===== src/hdl/ftws_pkg.sv =====
package ftws_pkg;

    // Window geometry
    localparam int WINDOW_DEPTH = 32;
    localparam int SLOT_W       = (WINDOW_DEPTH > 1) ? $clog2(WINDOW_DEPTH) : 1;
    localparam int FILL_W       = $clog2(WINDOW_DEPTH + 1);

    // Field widths
    localparam int TICK_W   = 32;
    localparam int RATE_W   = 24;
    localparam int FILLED_W = 6;
    localparam int FRAC_W   = 8;

    // Datapath widths: running sum and shared divider dividend
    localparam int SUM_W   = TICK_W + FILL_W;
    localparam int DIV_W   = (SUM_W > TICK_W + FRAC_W) ? SUM_W : TICK_W + FRAC_W;
    localparam int STEP_W  = $clog2(DIV_W + 1);

    localparam logic [RATE_W-1:0] RATE_MAX  = {RATE_W{1'b1}};
    localparam logic [TICK_W-1:0] TPS_RESET = 32'd1000000000;

    // Opcodes
    localparam logic OP_ADD   = 1'b0;
    localparam logic OP_CLEAR = 1'b1;

    typedef struct packed {
        logic              opcode;
        logic [TICK_W-1:0] interframe_ticks;
        logic [TICK_W-1:0] frame_ticks;
    } in_t;

    typedef struct packed {
        logic [TICK_W-1:0]   interframe_avg;
        logic [TICK_W-1:0]   interframe_min;
        logic [TICK_W-1:0]   interframe_max;
        logic [TICK_W-1:0]   busy_avg;
        logic [TICK_W-1:0]   busy_min;
        logic [TICK_W-1:0]   busy_max;
        logic [RATE_W-1:0]   rate_q8;
        logic [FILLED_W-1:0] filled;
    } out_t;

endpackage


===== src/hdl/frame_time_window_stats.sv =====
// Sliding-window frame timing statistics. Each input transaction either adds an
// (interframe, frame) tick pair to a ring of WINDOW_DEPTH slots or clears the
// window; every input transaction yields exactly one output transaction with the
// truncated mean, minimum and maximum of both fields over the filled slots, the
// fill count, and the frame rate ticks_per_second*256/mean_interframe in Q16.8,
// saturated to 24 bits (zero for an empty window or a zero mean). The block
// takes one transaction at a time: it walks the ring memory through its single
// read port, then runs three divisions of 40 steps each on one shared radix-2
// divider (two means, then the rate), then loads the output register once it is
// free; a clear, or a window whose mean interframe is zero, finishes sooner.
// ticks_per_second is written on the cfg channel; the user must write it only
// while the block is idle, and the block itself does not enforce this.
module frame_time_window_stats (
    input  logic                        clk,
    input  logic                        rst_n,
    input  logic                        in_valid,
    output logic                        in_ready,
    input  ftws_pkg::in_t               in_data,
    output logic                        out_valid,
    input  logic                        out_ready,
    output ftws_pkg::out_t              out_data,
    input  logic                        cfg_valid,
    output logic                        cfg_ready,
    input  logic [ftws_pkg::TICK_W-1:0] cfg_data
);

    typedef enum logic [2:0] {
        ST_IDLE,
        ST_SCAN,
        ST_DIV_LOAD,
        ST_DIV_STEP,
        ST_DIV_END,
        ST_DONE
    } state_t;

    typedef enum logic [1:0] {
        PH_IF,
        PH_BUSY,
        PH_RATE
    } phase_t;

    localparam int MEM_W = 2 * ftws_pkg::TICK_W;

    state_t                          state_reg, state_next;
    phase_t                          phase_reg, phase_next;
    logic [ftws_pkg::SLOT_W-1:0]     slot_reg, slot_next;
    logic [ftws_pkg::FILL_W-1:0]     fill_reg, fill_next;
    logic [ftws_pkg::TICK_W-1:0]     tps_reg, tps_next;
    logic [ftws_pkg::FILL_W-1:0]     rd_idx_reg, rd_idx_next;
    logic                            pend_reg, pend_next;
    logic                            first_reg, first_next;
    logic [ftws_pkg::SUM_W-1:0]      if_sum_reg, if_sum_next;
    logic [ftws_pkg::SUM_W-1:0]      bz_sum_reg, bz_sum_next;
    logic [ftws_pkg::TICK_W-1:0]     if_min_reg, if_min_next;
    logic [ftws_pkg::TICK_W-1:0]     if_max_reg, if_max_next;
    logic [ftws_pkg::TICK_W-1:0]     bz_min_reg, bz_min_next;
    logic [ftws_pkg::TICK_W-1:0]     bz_max_reg, bz_max_next;
    logic [ftws_pkg::TICK_W-1:0]     if_avg_reg, if_avg_next;
    logic [ftws_pkg::TICK_W-1:0]     bz_avg_reg, bz_avg_next;
    logic [ftws_pkg::RATE_W-1:0]     rate_reg, rate_next;
    logic [ftws_pkg::DIV_W-1:0]      quo_reg, quo_next;
    logic [ftws_pkg::TICK_W-1:0]     rem_reg, rem_next;
    logic [ftws_pkg::TICK_W-1:0]     dvs_reg, dvs_next;
    logic [ftws_pkg::STEP_W-1:0]     step_reg, step_next;
    logic                            out_valid_reg, out_valid_next;
    ftws_pkg::out_t                  out_data_reg, out_data_next;

    // Ring memory: {interframe, busy} per slot
    logic [MEM_W-1:0]                mem [ftws_pkg::WINDOW_DEPTH];
    logic [MEM_W-1:0]                mem_q;
    logic                            mem_we;
    logic                            mem_re;
    logic [ftws_pkg::SLOT_W-1:0]     mem_raddr;

    // Shared divider datapath
    logic [ftws_pkg::TICK_W:0]       rem_shift;
    logic                            rem_ge;

    logic [ftws_pkg::TICK_W-1:0]     v_if;
    logic [ftws_pkg::TICK_W-1:0]     v_bz;

    assign in_ready  = (state_reg == ST_IDLE);
    assign cfg_ready = 1'b1;
    assign out_valid = out_valid_reg;
    assign out_data  = out_data_reg;

    assign v_if = mem_q[MEM_W-1:ftws_pkg::TICK_W];
    assign v_bz = mem_q[ftws_pkg::TICK_W-1:0];

    // One restoring division step
    assign rem_shift = {rem_reg, quo_reg[ftws_pkg::DIV_W-1]};
    assign rem_ge    = (rem_shift >= {1'b0, dvs_reg});

    // Write ring on add, read one slot per cycle during the scan
    always_ff @(posedge clk)
    begin
        if (mem_we)
        begin
            mem[slot_reg] <= {in_data.interframe_ticks, in_data.frame_ticks};
        end
        if (mem_re)
        begin
            mem_q <= mem[mem_raddr];
        end
    end

    // Sequencer
    always_comb
    begin
        state_next     = state_reg;
        phase_next     = phase_reg;
        slot_next      = slot_reg;
        fill_next      = fill_reg;
        tps_next       = tps_reg;
        rd_idx_next    = rd_idx_reg;
        pend_next      = pend_reg;
        first_next     = first_reg;
        if_sum_next    = if_sum_reg;
        bz_sum_next    = bz_sum_reg;
        if_min_next    = if_min_reg;
        if_max_next    = if_max_reg;
        bz_min_next    = bz_min_reg;
        bz_max_next    = bz_max_reg;
        if_avg_next    = if_avg_reg;
        bz_avg_next    = bz_avg_reg;
        rate_next      = rate_reg;
        quo_next       = quo_reg;
        rem_next       = rem_reg;
        dvs_next       = dvs_reg;
        step_next      = step_reg;
        out_valid_next = out_valid_reg;
        out_data_next  = out_data_reg;
        mem_we         = 1'b0;
        mem_re         = 1'b0;
        mem_raddr      = rd_idx_reg[ftws_pkg::SLOT_W-1:0];

        // Take the configuration write
        if (cfg_valid)
        begin
            tps_next = cfg_data;
        end

        // Drop the result once taken
        if (out_valid_reg && out_ready)
        begin
            out_valid_next = 1'b0;
        end

        unique case (state_reg)
            ST_IDLE:
            begin
                if (in_valid)
                begin
                    if (in_data.opcode == ftws_pkg::OP_CLEAR)
                    begin
                        slot_next = '0;
                        fill_next = '0;
                    end
                    else
                    begin
                        mem_we = 1'b1;
                        if (slot_reg == ftws_pkg::SLOT_W'(ftws_pkg::WINDOW_DEPTH - 1))
                        begin
                            slot_next = '0;
                        end
                        else
                        begin
                            slot_next = slot_reg + 1'b1;
                        end
                        if (fill_reg < ftws_pkg::FILL_W'(ftws_pkg::WINDOW_DEPTH))
                        begin
                            fill_next = fill_reg + 1'b1;
                        end
                    end
                    rd_idx_next = '0;
                    pend_next   = 1'b0;
                    first_next  = 1'b1;
                    if_sum_next = '0;
                    bz_sum_next = '0;
                    if_min_next = '0;
                    if_max_next = '0;
                    bz_min_next = '0;
                    bz_max_next = '0;
                    if_avg_next = '0;
                    bz_avg_next = '0;
                    rate_next   = '0;
                    state_next  = ST_SCAN;
                end
            end

            ST_SCAN:
            begin
                // Issue the next slot read
                if (rd_idx_reg < fill_reg)
                begin
                    mem_re      = 1'b1;
                    rd_idx_next = rd_idx_reg + 1'b1;
                    pend_next   = 1'b1;
                end
                else
                begin
                    pend_next = 1'b0;
                end

                // Fold in the slot read last cycle
                if (pend_reg)
                begin
                    if_sum_next = if_sum_reg + ftws_pkg::SUM_W'(v_if);
                    bz_sum_next = bz_sum_reg + ftws_pkg::SUM_W'(v_bz);
                    first_next  = 1'b0;
                    if (first_reg || v_if < if_min_reg)
                    begin
                        if_min_next = v_if;
                    end
                    if (first_reg || v_if > if_max_reg)
                    begin
                        if_max_next = v_if;
                    end
                    if (first_reg || v_bz < bz_min_reg)
                    begin
                        bz_min_next = v_bz;
                    end
                    if (first_reg || v_bz > bz_max_reg)
                    begin
                        bz_max_next = v_bz;
                    end
                end

                if (!(rd_idx_reg < fill_reg) && !pend_reg)
                begin
                    if (fill_reg == '0)
                    begin
                        state_next = ST_DONE;
                    end
                    else
                    begin
                        phase_next = PH_IF;
                        state_next = ST_DIV_LOAD;
                    end
                end
            end

            ST_DIV_LOAD:
            begin
                rem_next  = '0;
                step_next = ftws_pkg::STEP_W'(ftws_pkg::DIV_W);
                unique case (phase_reg)
                    PH_IF:
                    begin
                        quo_next = ftws_pkg::DIV_W'(if_sum_reg);
                        dvs_next = ftws_pkg::TICK_W'(fill_reg);
                    end
                    PH_BUSY:
                    begin
                        quo_next = ftws_pkg::DIV_W'(bz_sum_reg);
                        dvs_next = ftws_pkg::TICK_W'(fill_reg);
                    end
                    PH_RATE:
                    begin
                        quo_next = ftws_pkg::DIV_W'({tps_reg, {ftws_pkg::FRAC_W{1'b0}}});
                        dvs_next = if_avg_reg;
                    end
                    default:
                    begin
                        quo_next = '0;
                        dvs_next = '0;
                    end
                endcase
                state_next = ST_DIV_STEP;
            end

            ST_DIV_STEP:
            begin
                // Shift in one dividend bit, subtract when it fits
                if (rem_ge)
                begin
                    rem_next = ftws_pkg::TICK_W'(rem_shift - {1'b0, dvs_reg});
                end
                else
                begin
                    rem_next = rem_shift[ftws_pkg::TICK_W-1:0];
                end
                quo_next  = {quo_reg[ftws_pkg::DIV_W-2:0], rem_ge};
                step_next = step_reg - 1'b1;
                if (step_reg == ftws_pkg::STEP_W'(1))
                begin
                    state_next = ST_DIV_END;
                end
            end

            ST_DIV_END:
            begin
                unique case (phase_reg)
                    PH_IF:
                    begin
                        if_avg_next = quo_reg[ftws_pkg::TICK_W-1:0];
                        phase_next  = PH_BUSY;
                        state_next  = ST_DIV_LOAD;
                    end
                    PH_BUSY:
                    begin
                        bz_avg_next = quo_reg[ftws_pkg::TICK_W-1:0];
                        if (if_avg_reg == '0)
                        begin
                            state_next = ST_DONE;
                        end
                        else
                        begin
                            phase_next = PH_RATE;
                            state_next = ST_DIV_LOAD;
                        end
                    end
                    PH_RATE:
                    begin
                        if (quo_reg > ftws_pkg::DIV_W'(ftws_pkg::RATE_MAX))
                        begin
                            rate_next = ftws_pkg::RATE_MAX;
                        end
                        else
                        begin
                            rate_next = quo_reg[ftws_pkg::RATE_W-1:0];
                        end
                        state_next = ST_DONE;
                    end
                    default:
                    begin
                        state_next = ST_DONE;
                    end
                endcase
            end

            ST_DONE:
            begin
                // Hold until the output register is free
                if (!out_valid_reg || out_ready)
                begin
                    out_data_next.interframe_avg = if_avg_reg;
                    out_data_next.interframe_min = if_min_reg;
                    out_data_next.interframe_max = if_max_reg;
                    out_data_next.busy_avg       = bz_avg_reg;
                    out_data_next.busy_min       = bz_min_reg;
                    out_data_next.busy_max       = bz_max_reg;
                    out_data_next.rate_q8        = rate_reg;
                    out_data_next.filled         = ftws_pkg::FILLED_W'(fill_reg);
                    out_valid_next               = 1'b1;
                    state_next                   = ST_IDLE;
                end
            end

            default:
            begin
                state_next = ST_IDLE;
            end
        endcase
    end

    // State and registered outputs
    always_ff @(posedge clk or negedge rst_n)
    begin
        if (!rst_n)
        begin
            state_reg     <= ST_IDLE;
            phase_reg     <= PH_IF;
            slot_reg      <= '0;
            fill_reg      <= '0;
            tps_reg       <= ftws_pkg::TPS_RESET;
            rd_idx_reg    <= '0;
            pend_reg      <= 1'b0;
            first_reg     <= 1'b1;
            step_reg      <= '0;
            out_valid_reg <= 1'b0;
        end
        else
        begin
            state_reg     <= state_next;
            phase_reg     <= phase_next;
            slot_reg      <= slot_next;
            fill_reg      <= fill_next;
            tps_reg       <= tps_next;
            rd_idx_reg    <= rd_idx_next;
            pend_reg      <= pend_next;
            first_reg     <= first_next;
            step_reg      <= step_next;
            out_valid_reg <= out_valid_next;
        end
    end

    // Datapath registers
    always_ff @(posedge clk)
    begin
        if_sum_reg   <= if_sum_next;
        bz_sum_reg   <= bz_sum_next;
        if_min_reg   <= if_min_next;
        if_max_reg   <= if_max_next;
        bz_min_reg   <= bz_min_next;
        bz_max_reg   <= bz_max_next;
        if_avg_reg   <= if_avg_next;
        bz_avg_reg   <= bz_avg_next;
        rate_reg     <= rate_next;
        quo_reg      <= quo_next;
        rem_reg      <= rem_next;
        dvs_reg      <= dvs_next;
        out_data_reg <= out_data_next;
    end

endmodule


===== config.mk =====
export PLATFORM = sky130hd
export DESIGN_NAME = frame_time_window_stats
export DESIGN_NICKNAME = d
export VERILOG_FILES = /design/src/hdl/ftws_pkg.sv /design/src/hdl/frame_time_window_stats.sv
export SDC_FILE = /design/constraint.sdc
export NUM_CORES = 2
export LEC_CHECK = 0
export BUFFER_PORTS_ARGS = -buffer_cell sky130_fd_sc_hd__buf_2
export CORE_ASPECT_RATIO = 1.5
export CORE_MARGIN = 5
export CORE_UTILIZATION = 52
export CTS_CLUSTER_SIZE = 30
export DETAILED_ROUTE_END_ITERATION = 8
export PLACE_DENSITY = 0.71
export SETUP_SLACK_MARGIN = 0.05
export SLEW_MARGIN = 20
export SYNTH_ARGS = -nofsm -noshare
export SYNTH_HDL_FRONTEND = slang
export SYNTH_SLANG_ARGS = --single-unit
export TNS_END_PERCENT = 100

===== constraint.sdc =====
create_clock -name clk -period 11.6 [get_ports clk]
set_clock_uncertainty 0.1 [all_clocks]
set_input_delay 1.74 -clock clk [delete_from_list [all_inputs] [get_ports clk]]
set_output_delay 1.74 -clock clk [all_outputs]
set_load 0.03 [all_outputs]

==> flow_summary.ini <==
[run_status]
status = finished, final reports clean

[logic_synthesis]
yosysWarnings = 0
synthesis.instances = 5690
syn_area_mm2 = 0.113
syn-num-nets = 6032
yosysSeqAreaShare_pct = 74.3
synth_top_area_share_pct = 72.9
synth-seq-cells = 2793
async_flop_share_pct = 2.26
synthTopCellsByArea = edfxtp_1 73%, mux4_2 13%, ha_1 2.6%
syn_area_per_cell_um2 = 19.8
synth-edff-count = 2730
ys.flop_type = edfxtp_1
synth.distinct_cells = 79
yosysTopAreaCell = edfxtp_1

[timing]
finalCriticalPeriod_ns = 4.85
rsz0062_at_grt = no
finalHoldViolCount = 0
maxSlewHeadroom_pct = 28.2
min_period_over_period_pct = 41.8
holdWs_ns = 0.317
setup_viol = 0
fmax_mhz = 206
maxSlewViolCount = 0
layout_setup_ws_ns = 6.75
fin_tns_setup_ns = 0
worst-slew-pin-transition_ns = 1.08

[setup_path]
timing.reg2reg.setup_slack_ns = 6.75
critPathCaptureType = flop
cp_top_family = simple AND/OR/NAND/NOR gates
cp_max_fo = 44
worstSetupPathType = flop to flop
worstPathArrival_ns = 5.25
critPathLaunchType = flop
worstPathRequired_ns = 12.00
cpMostUsedCell = nand2_1
worst_path_max_delay_cell = nor2_4
crit_path_max_incr_delay_ns = 1.00
path_buf_inv = 1
path_cells = nor3_1 -> nand2_1 -> nor2_1 -> nand2_1 -> nor2_4 -> buf_4

[place]
place_ws_ns = 5.96
portBuffers = 325
detailed_place_hpwl_mm = 173
gp_congestion = 0.916

[clock_tree]
clkTransAtPathRegs_ns = 0.07
postCtsSetupBuffers = 0
cts_hold_buf = 0
cts_max_level = 4
clockBufferDepth = 4
cts_inserted_buffers = 239
cts.sinks = 2793
cts.root.buffer_cell = clkbuf_16
cts_resized = 0
cts_tree = yes
clk_latency_ns = 0.88

[power]
p_leak_nw = 42.3
vdd_drop_max_v = 0.000136
powerDensity_mw_per_mm2 = 152

[route]
first_pass_iters = 7
vias_per_cell = 6.11
drtIter0Drc = 5883
met3_length_mm = 18.8
wl_met2_mm = 138
vias = 55900
postRouteAntennaNets = 0
wl_met1_mm = 99.5
routed_wl_mm = 269
drc = 0
post_drt_wl_per_cell_um = 29.4
top_layer_used = met5

[grt]
gr-usage-all-layers_pct = 23.6
grt-ovfl-total = 0
grt_max_degree = 130
grt_pass1_wl_mm = 392
grt_pass1_vias = 57100
antenna_found_initial = 42

[layout]
drive_gt1_share_pct = 25.2
syn_to_final_growth_pct = 11.6
largest_reg_flops = 2048
final_util_pct = 58.2
nNetsFinal = 6439

[run]
cap_violations = 0

[hold_path]
hold_class = flop to flop

[floorplan]
die_w_um = 390
fp.coreArea_mm2 = 0.216
die-area_mm2 = 0.226
dieHeight_um = 580
rows = 209
start_util_pct = 52.2
ios = 327
==> synthesized netlist by cell type, drive strengths merged, types with 4 or more instances <==
cell	n
edfxtp	2730
mux4	640
nor2	270
ha	237
a21oi	210
inv	191
clkbuf	183
nand2	116
and2	103
o21ai	102
mux2	98
a21o	84
buf	57
and3	55
mux2i	50
dfrtp	49
nand3	49
nand2b	45
xnor2	45
xor2	44
nor3	34
nand4	32
nor2b	24
a211oi	22
o31ai	19
a31oi	17
o21a	17
nor4	16
or3	15
dfstp	14
o211ai	12
o21bai	12
nand3b	10
a22o	8
o22ai	8
a21boi	7
a221oi	6
or2	6
a311oi	5
a31o	4
==> stage by stage <==
step / total power [mW] / area, µm² / instances
after floorplan: 11.3 / 113000 / 5690
after global placement: 11.4 / 118000 / 8699
after detailed placement: 11.4 / 118000 / 8703
after CTS: 19.2 / 126000 / 9133
after global routing: 19.6 / 126000 / 9135
final: 19.1 / 126000 / 9152
==> path summary, 6_finish.rpt <==
| kind | cells after the start | startpoint | to |
|---|---|---|---|
| max | 6 | state_reg[2] | mem[9][54] |
| min | 0 | rate_reg[5] | out_data[11] |
| max reg2reg | 6 | state_reg[2] | mem[9][54] |
| min reg2reg | 0 | rate_reg[5] | out_data[11] |
| max in group asynchronous | 2 | rst_n | rd_idx_reg[0] |
| min in group asynchronous | 2 | rst_n | tps_reg[18] |
==> cells by family (layout without fill, tap and decap cells) <==
| family | after synthesis | in the layout | share of synthesized area (%) |
|---|---|---|---|
| adders and majority gates | 240 | 240 | 2.69 |
| AOI/OAI and AO/OA | 562 | 562 | 3.18 |
| xor gates and xnor gates | 89 | 89 | 0.693 |
| and+or+nand+nor | 785 | 785 | 3.44 |
| DFF | 2793 | 2793 | 74.3 |
| muxes | 788 | 788 | 14.2 |
| buffers and inverters | 432 | 1028 | 1.48 |
| other | 1 | 19 | 0.00333 |
==> cells in the final DEF (no fill, tap or decap), types with 17 or more instances in the layout <==
cell and instances:
inv_1 189, o21ai_0 97, nand2b_1 45, xor2_1 44
and2_1 102, clkinvlp_4 18, clkbuf_1 40, nor2_1 235
and3_1 55, nand3_1 49, mux2_2 98, nand2_1 113
a211oi_1 21, clkinv_2 34, clkbuf_16 243, buf_4 70
mux2i_1 50, nor3_1 33, ha_1 237, nor2_4 33
xnor2_1 45, nand4_1 32, clkinv_1 48, bufinv_16 21
nor2b_1 23, mux4_2 640, edfxtp_1 2730, a21oi_1 209
diode_2 18, o21a_1 17, buf_2 325, a21o_1 84
dfrtp_1 42
==> cell type report <==
type,count,area (µm²)
Clock buffer,285,6260
Fill cell,15400,90200
Sequential cell,2793,83600
Antenna cell,18,45.0
Multi-Input combinational cell,2465,27600
Timing Repair Buffer,406,2400
Inverter,192,724
Clock inverter,145,1370
Tap cell,2848,3560
==> routing by layer <==
metal | vias up | global-route usage (%)
li1 | 23900 | -
met1 | 29200 | 30.8
met2 | 2349 | 40.4
met3 | 488 | 3.37
met4 | 18 | 9.24
met5 | - | 0
==> where the power goes <==
group	switching [mW]	internal, mW	leakage (nW)	total [mW]
Combinational	0.133	0.0231	13.0	0.156
Sequential	0.00805	11.0	25.7	11.0
Clock	3.56	4.33	3.69	7.89
Total	3.70	15.4	42.3	19.1
Power figures use the tool's default switching activity.
